**src/hw/rtl/mtmkr_pkg.sv**
```systemverilog
`timescale 1ns / 1ps

package mtmkr_pkg;

  localparam int TABLE_DEPTH   = 32;
  localparam int KEY_BITS      = 10;
  localparam int SLOT_BITS     = 5;
  localparam int TIME_BITS     = 32;
  localparam int TAP_BITS      = 3;
  localparam int RES_BITS      = 2;
  localparam int CFG_IDX_BITS  = 1;
  localparam int CFG_DATA_BITS = 32;

  localparam int ADDR_W     = (TABLE_DEPTH > 1) ? $clog2(TABLE_DEPTH) : 1;
  localparam int CNT_W      = $clog2(TABLE_DEPTH + 1);
  localparam int VALID_N    = 1 << ADDR_W;
  localparam int SLOT_EXT_W = (SLOT_BITS > CNT_W) ? SLOT_BITS : CNT_W;

  // input beat layout
  localparam int OFS_SCAN    = 0;
  localparam int OFS_KEY     = OFS_SCAN + KEY_BITS;
  localparam int OFS_PRESS   = OFS_KEY + KEY_BITS;
  localparam int OFS_TIME    = OFS_PRESS + 1;
  localparam int OFS_SLOT    = OFS_TIME + TIME_BITS;
  localparam int OFS_TARGET  = OFS_SLOT + SLOT_BITS;
  localparam int OFS_SHIFT   = OFS_TARGET + KEY_BITS;
  localparam int IN_USED     = OFS_SHIFT + 1;
  localparam int IN_TDATA_W  = ((IN_USED + 7) / 8) * 8;

  // output beat layout
  localparam int OFS_OKEY    = 0;
  localparam int OFS_OSHIFT  = OFS_OKEY + KEY_BITS;
  localparam int OFS_OTAP    = OFS_OSHIFT + 1;
  localparam int OUT_USED    = OFS_OTAP + TAP_BITS;
  localparam int OUT_TDATA_W = ((OUT_USED + 7) / 8) * 8;

  localparam logic [RES_BITS-1:0] RES_CONSUMED = 2'd0;
  localparam logic [RES_BITS-1:0] RES_UNMAPPED = 2'd1;
  localparam logic [RES_BITS-1:0] RES_MAPPED   = 2'd2;
  localparam logic [RES_BITS-1:0] RES_WRITTEN  = 2'd3;

  localparam logic [TAP_BITS-1:0] TAP_IDLE        = 3'd0;
  localparam logic [TAP_BITS-1:0] TAP_SINGLE      = 3'd1;
  localparam logic [TAP_BITS-1:0] TAP_DOUBLE      = 3'd2;
  localparam logic [TAP_BITS-1:0] TAP_HELD        = 3'd3;
  localparam logic [TAP_BITS-1:0] TAP_HELD_CLICK  = 3'd4;
  localparam logic [TAP_BITS-1:0] TAP_HELD_DOUBLE = 3'd5;

  localparam logic [CFG_IDX_BITS-1:0] CFG_MODIFIER = 1'd0;
  localparam logic [CFG_IDX_BITS-1:0] CFG_TAP_GAP  = 1'd1;

  localparam logic [KEY_BITS-1:0]  MODIFIER_RESET = KEY_BITS'(57);
  localparam logic [TIME_BITS-1:0] TAP_GAP_RESET  = TIME_BITS'(1000000);

  typedef struct packed {
    logic                shift;
    logic [KEY_BITS-1:0] target;
    logic [KEY_BITS-1:0] source;
  } entry_t;

  typedef struct packed {
    logic                accept;
    logic [RES_BITS-1:0] res_code;
    logic                mod_edge;
    logic                scan_run;
    logic                take_hit;
    logic                out_load;
  } cmd_t;

  typedef struct packed {
    logic req_write;
    logic is_mod;
    logic lookup_en;
    logic hit;
    logic miss;
    logic out_free;
  } sts_t;

endpackage

```
**src/hw/rtl/mtmkr_ram.sv**
```systemverilog
`timescale 1ns / 1ps

module mtmkr_ram #(
  parameter int  WIDTH = 8,
  parameter int  DEPTH = 32,
  localparam int AW    = (DEPTH > 1) ? $clog2(DEPTH) : 1
) (
  input  logic             clk,
  input  logic             we,
  input  logic [AW-1:0]    waddr,
  input  logic [WIDTH-1:0] wdata,
  input  logic [AW-1:0]    raddr,
  output logic [WIDTH-1:0] rdata
);

  logic [WIDTH-1:0] mem_r [DEPTH];
  logic [WIDTH-1:0] rdata_r;

  always_ff @(posedge clk) begin
    if (we) begin
      mem_r[waddr] <= wdata;
    end
    rdata_r <= mem_r[raddr];
  end

  assign rdata = rdata_r;

endmodule

```
**src/hw/rtl/mtmkr_ctrl.sv**
```systemverilog
`timescale 1ns / 1ps

module mtmkr_ctrl (
  input  logic               clk,
  input  logic               rst_n,
  input  logic               in_tvalid,
  output logic               in_tready,
  input  mtmkr_pkg::sts_t    sts,
  output mtmkr_pkg::cmd_t    cmd
);

  localparam logic [1:0] ST_IDLE = 2'd0;
  localparam logic [1:0] ST_SCAN = 2'd1;
  localparam logic [1:0] ST_DONE = 2'd2;

  logic [1:0] state_r;
  logic [1:0] state_nxt;

  assign in_tready = (state_r == ST_IDLE);

  always_comb begin
    state_nxt    = state_r;
    cmd          = '0;
    cmd.res_code = mtmkr_pkg::RES_UNMAPPED;
    unique case (state_r)
      ST_IDLE: begin
        if (in_tvalid) begin
          cmd.accept = 1'b1;
          if (sts.req_write) begin
            cmd.res_code = mtmkr_pkg::RES_WRITTEN;
            state_nxt    = ST_DONE;
          end else if (sts.is_mod) begin
            cmd.res_code = mtmkr_pkg::RES_CONSUMED;
            cmd.mod_edge = 1'b1;
            state_nxt    = ST_DONE;
          end else if (sts.lookup_en) begin
            state_nxt = ST_SCAN;
          end else begin
            state_nxt = ST_DONE;
          end
        end
      end
      ST_SCAN: begin
        cmd.scan_run = 1'b1;
        if (sts.hit) begin
          cmd.take_hit = 1'b1;
          state_nxt    = ST_DONE;
        end else if (sts.miss) begin
          state_nxt = ST_DONE;
        end
      end
      ST_DONE: begin
        if (sts.out_free) begin
          cmd.out_load = 1'b1;
          state_nxt    = ST_IDLE;
        end
      end
      default: begin
        state_nxt = ST_IDLE;
      end
    endcase
  end

  always_ff @(posedge clk) begin
    if (!rst_n) begin
      state_r <= ST_IDLE;
    end else begin
      state_r <= state_nxt;
    end
  end

endmodule

```
**src/hw/rtl/mtmkr_dp.sv**
```systemverilog
`timescale 1ns / 1ps

module mtmkr_dp (
  input  logic                                   clk,
  input  logic                                   rst_n,
  input  mtmkr_pkg::cmd_t                        cmd,
  output mtmkr_pkg::sts_t                        sts,
  input  logic                                   in_tuser,
  input  logic [mtmkr_pkg::IN_TDATA_W-1:0]       in_tdata,
  input  logic                                   cfg_valid,
  input  logic [mtmkr_pkg::CFG_IDX_BITS-1:0]     cfg_index,
  input  logic [mtmkr_pkg::CFG_DATA_BITS-1:0]    cfg_data,
  input  logic                                   out_tready,
  output logic                                   out_tvalid,
  output logic [mtmkr_pkg::RES_BITS-1:0]         out_tuser,
  output logic [mtmkr_pkg::OUT_TDATA_W-1:0]      out_tdata
);

  localparam int KB = mtmkr_pkg::KEY_BITS;
  localparam int TB = mtmkr_pkg::TIME_BITS;
  localparam int AW = mtmkr_pkg::ADDR_W;
  localparam int CW = mtmkr_pkg::CNT_W;

  logic [KB-1:0]                      in_scan;
  logic [KB-1:0]                      in_key;
  logic                               in_press;
  logic [TB-1:0]                      in_time;
  logic [mtmkr_pkg::SLOT_BITS-1:0]    in_slot;
  logic [KB-1:0]                      in_target;
  logic                               in_shift;
  logic [mtmkr_pkg::SLOT_EXT_W-1:0]   slot_ext;

  logic [KB-1:0]                      modifier_r;
  logic [TB-1:0]                      tap_gap_r;
  logic [mtmkr_pkg::TAP_BITS-1:0]     tap_r;
  logic [mtmkr_pkg::TAP_BITS-1:0]     tap_nxt;
  logic [TB-1:0]                      last_r;
  logic [TB-1:0]                      last_nxt;
  logic [TB-1:0]                      gap;

  logic [mtmkr_pkg::VALID_N-1:0]      valid_r;
  logic [mtmkr_pkg::VALID_N-1:0]      valid_nxt;
  logic                               wr_en;
  logic [AW-1:0]                      wr_addr;
  mtmkr_pkg::entry_t                  wr_entry;
  mtmkr_pkg::entry_t                  rd_entry;

  logic [KB-1:0]                      key_r;
  logic [CW-1:0]                      cnt_r;
  logic [CW-1:0]                      cnt_nxt;
  logic                               issue;
  logic                               chk_vld_r;
  logic [AW-1:0]                      chk_idx_r;

  logic [mtmkr_pkg::RES_BITS-1:0]     res_code_r;
  logic [mtmkr_pkg::RES_BITS-1:0]     res_code_nxt;
  logic [KB-1:0]                      res_key_r;
  logic [KB-1:0]                      res_key_nxt;
  logic                               res_shift_r;
  logic                               res_shift_nxt;

  logic                               out_valid_r;
  logic [mtmkr_pkg::RES_BITS-1:0]     out_code_r;
  logic [KB-1:0]                      out_key_r;
  logic                               out_shift_r;
  logic [mtmkr_pkg::TAP_BITS-1:0]     out_tap_r;

  assign in_scan   = in_tdata[mtmkr_pkg::OFS_SCAN   +: KB];
  assign in_key    = in_tdata[mtmkr_pkg::OFS_KEY    +: KB];
  assign in_press  = in_tdata[mtmkr_pkg::OFS_PRESS];
  assign in_time   = in_tdata[mtmkr_pkg::OFS_TIME   +: TB];
  assign in_slot   = in_tdata[mtmkr_pkg::OFS_SLOT   +: mtmkr_pkg::SLOT_BITS];
  assign in_target = in_tdata[mtmkr_pkg::OFS_TARGET +: KB];
  assign in_shift  = in_tdata[mtmkr_pkg::OFS_SHIFT];
  assign slot_ext  = mtmkr_pkg::SLOT_EXT_W'(in_slot);

  // configuration
  always_ff @(posedge clk) begin
    if (!rst_n) begin
      modifier_r <= mtmkr_pkg::MODIFIER_RESET;
      tap_gap_r  <= mtmkr_pkg::TAP_GAP_RESET;
    end else if (cfg_valid) begin
      unique case (cfg_index)
        mtmkr_pkg::CFG_MODIFIER: modifier_r <= cfg_data[KB-1:0];
        mtmkr_pkg::CFG_TAP_GAP:  tap_gap_r  <= cfg_data[TB-1:0];
        default: ;
      endcase
    end
  end

  // tap tracking
  assign gap = in_time - last_r;

  always_comb begin
    tap_nxt  = tap_r;
    last_nxt = last_r;
    if (cmd.mod_edge) begin
      if (!in_press) begin
        last_nxt = in_time;
        unique case (tap_r)
          mtmkr_pkg::TAP_HELD:        tap_nxt = mtmkr_pkg::TAP_SINGLE;
          mtmkr_pkg::TAP_HELD_CLICK:  tap_nxt = mtmkr_pkg::TAP_DOUBLE;
          mtmkr_pkg::TAP_HELD_DOUBLE: tap_nxt = mtmkr_pkg::TAP_IDLE;
          default:                    tap_nxt = tap_r;
        endcase
      end else if (tap_r == mtmkr_pkg::TAP_DOUBLE) begin
        tap_nxt = mtmkr_pkg::TAP_HELD_DOUBLE;
      end else begin
        last_nxt = in_time;
        unique case (tap_r)
          mtmkr_pkg::TAP_IDLE:   tap_nxt = mtmkr_pkg::TAP_HELD;
          mtmkr_pkg::TAP_SINGLE: tap_nxt = (gap <= tap_gap_r) ? mtmkr_pkg::TAP_HELD_CLICK
                                                                : mtmkr_pkg::TAP_HELD;
          default:               tap_nxt = tap_r;
        endcase
      end
    end
  end

  always_ff @(posedge clk) begin
    if (!rst_n) begin
      tap_r  <= mtmkr_pkg::TAP_IDLE;
      last_r <= '0;
    end else begin
      tap_r  <= tap_nxt;
      last_r <= last_nxt;
    end
  end

  // remap table
  assign wr_en           = cmd.accept && in_tuser &&
                           (slot_ext < mtmkr_pkg::SLOT_EXT_W'(mtmkr_pkg::TABLE_DEPTH));
  assign wr_addr         = slot_ext[AW-1:0];
  assign wr_entry.source = in_key;
  assign wr_entry.target = in_target;
  assign wr_entry.shift  = in_shift;

  always_comb begin
    valid_nxt = valid_r;
    if (wr_en) begin
      valid_nxt[wr_addr] = 1'b1;
    end
  end

  always_ff @(posedge clk) begin
    if (!rst_n) begin
      valid_r <= '0;
    end else begin
      valid_r <= valid_nxt;
    end
  end

  mtmkr_ram #(
    .WIDTH ($bits(mtmkr_pkg::entry_t)),
    .DEPTH (mtmkr_pkg::TABLE_DEPTH)
  ) u_table (
    .clk   (clk),
    .we    (wr_en),
    .waddr (wr_addr),
    .wdata (wr_entry),
    .raddr (cnt_r[AW-1:0]),
    .rdata (rd_entry)
  );

  // lookup scan: one read issued per cycle, checked against the registered read data
  assign issue = cmd.scan_run && (cnt_r < CW'(mtmkr_pkg::TABLE_DEPTH));

  always_comb begin
    cnt_nxt = cnt_r;
    if (cmd.accept) begin
      cnt_nxt = '0;
    end else if (issue) begin
      cnt_nxt = cnt_r + CW'(1);
    end
  end

  always_ff @(posedge clk) begin
    if (!rst_n) begin
      cnt_r     <= '0;
      chk_vld_r <= 1'b0;
    end else begin
      cnt_r     <= cnt_nxt;
      chk_vld_r <= issue;
    end
  end

  always_ff @(posedge clk) begin
    chk_idx_r <= cnt_r[AW-1:0];
    if (cmd.accept) begin
      key_r <= in_key;
    end
  end

  assign sts.req_write = in_tuser;
  assign sts.is_mod    = (in_scan == modifier_r);
  assign sts.lookup_en = (tap_r != mtmkr_pkg::TAP_IDLE) && (tap_r != mtmkr_pkg::TAP_SINGLE);
  assign sts.hit       = chk_vld_r && valid_r[chk_idx_r] && (rd_entry.source == key_r);
  assign sts.miss      = !chk_vld_r && (cnt_r == CW'(mtmkr_pkg::TABLE_DEPTH));
  assign sts.out_free  = !out_valid_r || out_tready;

  // result
  always_comb begin
    res_code_nxt  = res_code_r;
    res_key_nxt   = res_key_r;
    res_shift_nxt = res_shift_r;
    if (cmd.accept) begin
      res_code_nxt  = cmd.res_code;
      res_key_nxt   = in_key;
      res_shift_nxt = 1'b0;
    end else if (cmd.take_hit) begin
      res_code_nxt  = mtmkr_pkg::RES_MAPPED;
      res_key_nxt   = rd_entry.target;
      res_shift_nxt = rd_entry.shift;
    end
  end

  always_ff @(posedge clk) begin
    res_code_r  <= res_code_nxt;
    res_key_r   <= res_key_nxt;
    res_shift_r <= res_shift_nxt;
    if (cmd.out_load) begin
      out_code_r  <= res_code_r;
      out_key_r   <= res_key_r;
      out_shift_r <= res_shift_r;
      out_tap_r   <= tap_r;
    end
  end

  always_ff @(posedge clk) begin
    if (!rst_n) begin
      out_valid_r <= 1'b0;
    end else if (cmd.out_load) begin
      out_valid_r <= 1'b1;
    end else if (out_tready) begin
      out_valid_r <= 1'b0;
    end
  end

  assign out_tvalid = out_valid_r;
  assign out_tuser  = out_code_r;
  assign out_tdata  = mtmkr_pkg::OUT_TDATA_W'({out_tap_r, out_shift_r, out_key_r});

endmodule

```
**src/hw/rtl/multi_tap_modifier_key_remapper_unit.sv**
```systemverilog
`timescale 1ns / 1ps

// Multi-tap modifier key remapper.
// in_*  : one beat per request. in_tuser = 0 key event, 1 remap table write.
// out_* : exactly one result beat per request. out_tuser is the result code
//         (consumed, unmapped, mapped, table written).
// cfg_* : register writes (0 modifier scan code, 1 double-tap gap in us),
//         always ready; write only while no request is in flight.
// Table writes, modifier events and keys arriving while the modifier is not
// held or latched pass from accept through the done state to the output
// register. A lookup walks the 32-slot table through the single read port of
// the slot RAM, one slot a cycle, until a slot matches or all slots miss.
// One request is handled at a time; the next is taken once the previous
// result sits in the output register.
// Reset: tap state idle, all slots invalid, registers at 57 and 1000000;
// no clearing pass is needed.
// A stalled out_tready holds the result beat; one further request may be
// taken and worked on, then in_tready stays low until the beat is taken.

module multi_tap_modifier_key_remapper_unit (
  input  logic                                clk,
  input  logic                                rst_n,
  input  logic                                in_tvalid,
  output logic                                in_tready,
  input  logic                                in_tuser,  // req_type
  // scan_code, key_code, pressed, time_us, entry_index, target_code, needs_shift
  input  logic [mtmkr_pkg::IN_TDATA_W-1:0]    in_tdata,
  output logic                                out_tvalid,
  input  logic                                out_tready,
  output logic [mtmkr_pkg::RES_BITS-1:0]      out_tuser, // result_code
  // mapped_key, shift_needed, tap_status
  output logic [mtmkr_pkg::OUT_TDATA_W-1:0]   out_tdata,
  input  logic                                cfg_valid,
  output logic                                cfg_ready,
  input  logic [mtmkr_pkg::CFG_IDX_BITS-1:0]  cfg_index,
  input  logic [mtmkr_pkg::CFG_DATA_BITS-1:0] cfg_data
);

  mtmkr_pkg::cmd_t cmd;
  mtmkr_pkg::sts_t sts;

  assign cfg_ready = 1'b1;

  mtmkr_ctrl u_ctrl (
    .clk       (clk),
    .rst_n     (rst_n),
    .in_tvalid (in_tvalid),
    .in_tready (in_tready),
    .sts       (sts),
    .cmd       (cmd)
  );

  mtmkr_dp u_dp (
    .clk        (clk),
    .rst_n      (rst_n),
    .cmd        (cmd),
    .sts        (sts),
    .in_tuser   (in_tuser),
    .in_tdata   (in_tdata),
    .cfg_valid  (cfg_valid),
    .cfg_index  (cfg_index),
    .cfg_data   (cfg_data),
    .out_tready (out_tready),
    .out_tvalid (out_tvalid),
    .out_tuser  (out_tuser),
    .out_tdata  (out_tdata)
  );

  a_busy_after_accept: assert property (@(posedge clk) disable iff (!rst_n)
    (in_tvalid && in_tready) |=> !in_tready)
    else $error("request taken while previous one still in flight");

  a_load_when_free: assert property (@(posedge clk) disable iff (!rst_n)
    cmd.out_load |-> sts.out_free)
    else $error("result register overwritten before its beat was taken");

  a_mod_on_accept: assert property (@(posedge clk) disable iff (!rst_n)
    cmd.mod_edge |-> (cmd.accept && !in_tuser))
    else $error("tap state moved outside a modifier event");

  a_mapped_needs_mod: assert property (@(posedge clk) disable iff (!rst_n)
    (out_tvalid && (out_tuser == mtmkr_pkg::RES_MAPPED)) |->
      ((out_tdata[mtmkr_pkg::OFS_OTAP +: mtmkr_pkg::TAP_BITS] != mtmkr_pkg::TAP_IDLE) &&
       (out_tdata[mtmkr_pkg::OFS_OTAP +: mtmkr_pkg::TAP_BITS] != mtmkr_pkg::TAP_SINGLE)))
    else $error("key remapped while modifier neither held nor latched");

endmodule
```
**config.mk**
```make
export PLATFORM = sky130hd
export DESIGN_NAME = multi_tap_modifier_key_remapper_unit
export DESIGN_NICKNAME = d
export VERILOG_FILES = /design/src/hw/rtl/mtmkr_pkg.sv /design/src/hw/rtl/mtmkr_ram.sv /design/src/hw/rtl/mtmkr_ctrl.sv /design/src/hw/rtl/mtmkr_dp.sv /design/src/hw/rtl/multi_tap_modifier_key_remapper_unit.sv
export SDC_FILE = /design/constraint.sdc
export NUM_CORES = 1
export LEC_CHECK = 0
export ABC_AREA = 0
export BUFFER_PORTS_ARGS = -buffer_cell sky130_fd_sc_hd__buf_2
export CAP_MARGIN = 20
export CORE_MARGIN = 4
export CORE_UTILIZATION = 33
export DETAILED_ROUTE_END_ITERATION = 10
export PLACE_DENSITY = 0.52
export SLEW_MARGIN = 20
export SYNTH_ARGS = -nofsm -noshare
export SYNTH_HDL_FRONTEND = slang
export SYNTH_SLANG_ARGS = --single-unit
```
**constraint.sdc**
```tcl
create_clock -name clk -period 8.38 [get_ports clk]
set_clock_uncertainty 0.15 [all_clocks]
set_input_delay 0.838 -clock clk [delete_from_list [all_inputs] [get_ports clk]]
set_output_delay 0.838 -clock clk [all_outputs]
set_load 0.005 [all_outputs]
```
==> metrics.txt <==
DR vias/cell=5.10; deepest clock path buffer count=3; Cells after Synth=2,015; placed insts=3,469; TritonCTS clock tree=yes; Leakage=12.8 nW; Post-CTS Resized=0; postcts setup bufs=0; CTS Hold Bufs=0; Yosys warning total=0; pin count of the biggest net entering global routing=64; WL/cell=24.4 um; clock latency on the worst-skew pair=650 ps; RSZ-0062 raised after global routing=false; die area=110,000 sq um; hold_ws=266 ps; final instance area=40,200 sq um; boundary pin count=132; pre-CTS WS=2310 ps; most instantiated cells after synthesis=710 x edfxtp_1, 220 x mux4_2, 207 x nand2_1, 146 x dfxtp_1, 130 x nor2_1; Initial Util=33.3%; Setup crit end kind=register; period utilization=65.1%; post-layout min period=5450 ps; crit path max fanout=5; Core ar.=103,000 sq um; Seq/Total Area, Yosys=70.4%; via count=18.6k; Die W=331 um; Tightest Pin Transition=1120 ps; Final Hold Fails=0; first-pass GRT wire length=129,000 um; EDFF count, synth=710; Crit path required time=8730 ps; Max Freq=0.183 GHz; grt ovf=0; Site Rows=118; Avg Cell Area, Syn=17.1 sq um; remaining antenna violation count=0; post-DP HPWL=53,200 um; max cap viols=0; Worst EP arrival=5800 ps; total CTS buffers=91; Die Height=331 um; Yosys cell types=53; number of port buffers=125; placed cell area=37,100 sq um; Slew Limit Headroom=25.1%; total power=9.02 mW; area of the multi-input gates=9760 sq um; DRT Wirelength=89,100 um; largest area contributor in the netlist=edfxtp_1; htree depth=3; VDD IR max=0.000133 V; final worst slack=2930 ps; FF/Latch Area=24,300 sq um; final setup fails=0; setup TNS=0 ps; Cell Pwr Density=224 nW/um^2; final std cells w/o fill=3,645; vias in the first global route=19.2k; outcome=complete, no violations; area share of the largest cell type after synthesis=62.0%; Synth async-reset ratio=0%; Layout area overhead=16.8%; layout cells sized above 1=26.2%; GRT Util Overall=16.2%; Post-Syn Area=34,400 sq um; Remaining DRCs=0; Max Slew Vio Count=0; clk sinks=856; Root Buffer=clkbuf_16; Worst-path clk slew=60 ps; routability cong.=0.811; nets=2,361; worst hold path type=in2reg; cell with the most instances after synthesis=edfxtp_1; flops & latches, synth=856; Setup CP Type=reg2reg; Finished Core Util=38.8%; Top FF cell, synth=edfxtp_1; Fillers=9,483; initial antenna violation count=10; 1st-iter DRT viols=1,637; top cells by area, synth=edfxtp_1 62%, mux4_2 14%, dfxtp_1 8.5%; critical path startpoint category=register; Pre-antenna DRT Iters=5
[critical path, stage by stage, from the launching register on]
cell and delay [ps]:
dfxtp_1 320, inv_1 50, ha_1 340, a21o_1 220, or2_2 280, o311ai_0 660, o211a_1 320, o21bai_1 160
a21oi_1 330, nor2_1 90, a311o_1 290, ha_1 300, nand4_1 120, or4_1 680, nor4_1 590, nor4_1 100
o21ai_0 180, a31oi_1 110
[cells in the final DEF, fill, tap and decap left out, drive strengths merged, types with 3 or more instances in the layout]
| cell | netlist | routed |
|---|---|---|
| edfxtp | 710 | 710 |
| diode | 0 | 7 |
| o211ai | 11 | 11 |
| buf | 26 | 167 |
| clkinv | 0 | 33 |
| nand4 | 16 | 16 |
| nor2b | 12 | 12 |
| a211oi | 3 | 3 |
| xnor2 | 32 | 32 |
| ha | 65 | 65 |
| o31ai | 5 | 5 |
| o31a | 3 | 3 |
| nor4 | 7 | 7 |
| inv | 77 | 78 |
| xor2 | 20 | 20 |
| o21ai | 22 | 22 |
| bufinv | 0 | 8 |
| nor3 | 9 | 9 |
| a21oi | 112 | 112 |
| nor2 | 130 | 130 |
| mux4 | 220 | 220 |
| nand3b | 3 | 3 |
| conb | 2 | 3 |
| nand3 | 17 | 17 |
| nor3b | 5 | 5 |
| mux2 | 21 | 21 |
| or2 | 4 | 4 |
| o21a | 7 | 7 |
| a31oi | 5 | 5 |
| a21o | 11 | 11 |
| dfxtp | 146 | 146 |
| and3 | 5 | 5 |
| and2 | 3 | 3 |
| nand2b | 7 | 7 |
| clkbuf | 66 | 125 |
| nand2 | 207 | 207 |
[per-layer routing]
layer | vias up | wire, um | track usage [%]
li1 | 8167 | - | -
met1 | 9746 | 39200 | 22.8
met2 | 552 | 41900 | 26.0
met3 | 121 | 6170 | 3.15
met4 | 4 | 1800 | 3.94
met5 | - | 32 | 0
[worst paths after layout]
path	slack (ps)	cells past startpoint	startpoint	endpoint
max reg2reg	2930	17	u_dp.last_r[6]$_SDFFE_PN0P_	u_dp.tap_r[1]$_SDFFE_PN0P_
max	2930	17	u_dp.last_r[6]$_SDFFE_PN0P_	u_dp.tap_r[1]$_SDFFE_PN0P_
min	270	3	cfg_data[17]	u_dp.tap_gap_r[17]$_SDFFE_PN1P_
min reg2reg	270	0	u_dp.res_key_r[8]$_DFFE_PP_	u_dp.out_key_r[8]$_DFFE_PP_
[state kept, by name (all words and copies together), names as in the netlist, 2 cells and up]
signal and cells:
u_dp.out_key_r 10, u_dp.res_key_r 10, u_dp.key_r 10, u_dp.tap_r 3, u_dp.res_code_r 2, u_dp.cnt_r 6
u_dp.last_r 32, u_dp.tap_gap_r 32, u_ctrl.state_r 2, u_dp.u_table.rdata 21, u_dp.out_tuser 2, u_dp.chk_idx_r 5
u_dp.out_tap_r 3, u_dp.valid_r 32, u_dp.modifier_r 10, u_dp.u_table.mem_r 672
[kinds of logic (layout without fill, tap and decap cells)]
kind of cell | Yosys count | in the layout | share of synthesized area (%)
mux | 243 | 243 | 15.1
simple gates | 430 | 430 | 5.33
xor+xnor | 52 | 52 | 1.32
buf+inv | 169 | 411 | 1.93
fa+ha+maj | 66 | 66 | 2.42
other cells | 2 | 10 | 0.0218
compound gates | 197 | 197 | 3.38
flops | 856 | 856 | 70.4
[area by class of cell]
type,count,share of cell area (%)
sequential,856,60.3
tap,1380,4.29
multi-input combinational,991,24.3
inverter,77,0.719
antenna,7,0.0436
clock inverter,42,1.22
timing repair buffer,167,2.79
clock buffer,125,6.33
[report_power, final]
part / switching (mW) / total (mW) / leakage [nW] / internal [mW]
Clock: 1.67 / 4.05 / 1.50 / 2.38
Sequential: 0.0121 / 4.65 / 7.60 / 4.64
Combinational: 0.214 / 0.317 / 3.67 / 0.103
Total: 1.89 / 9.02 / 12.8 / 7.13
(Power assumes the default switching activity.)
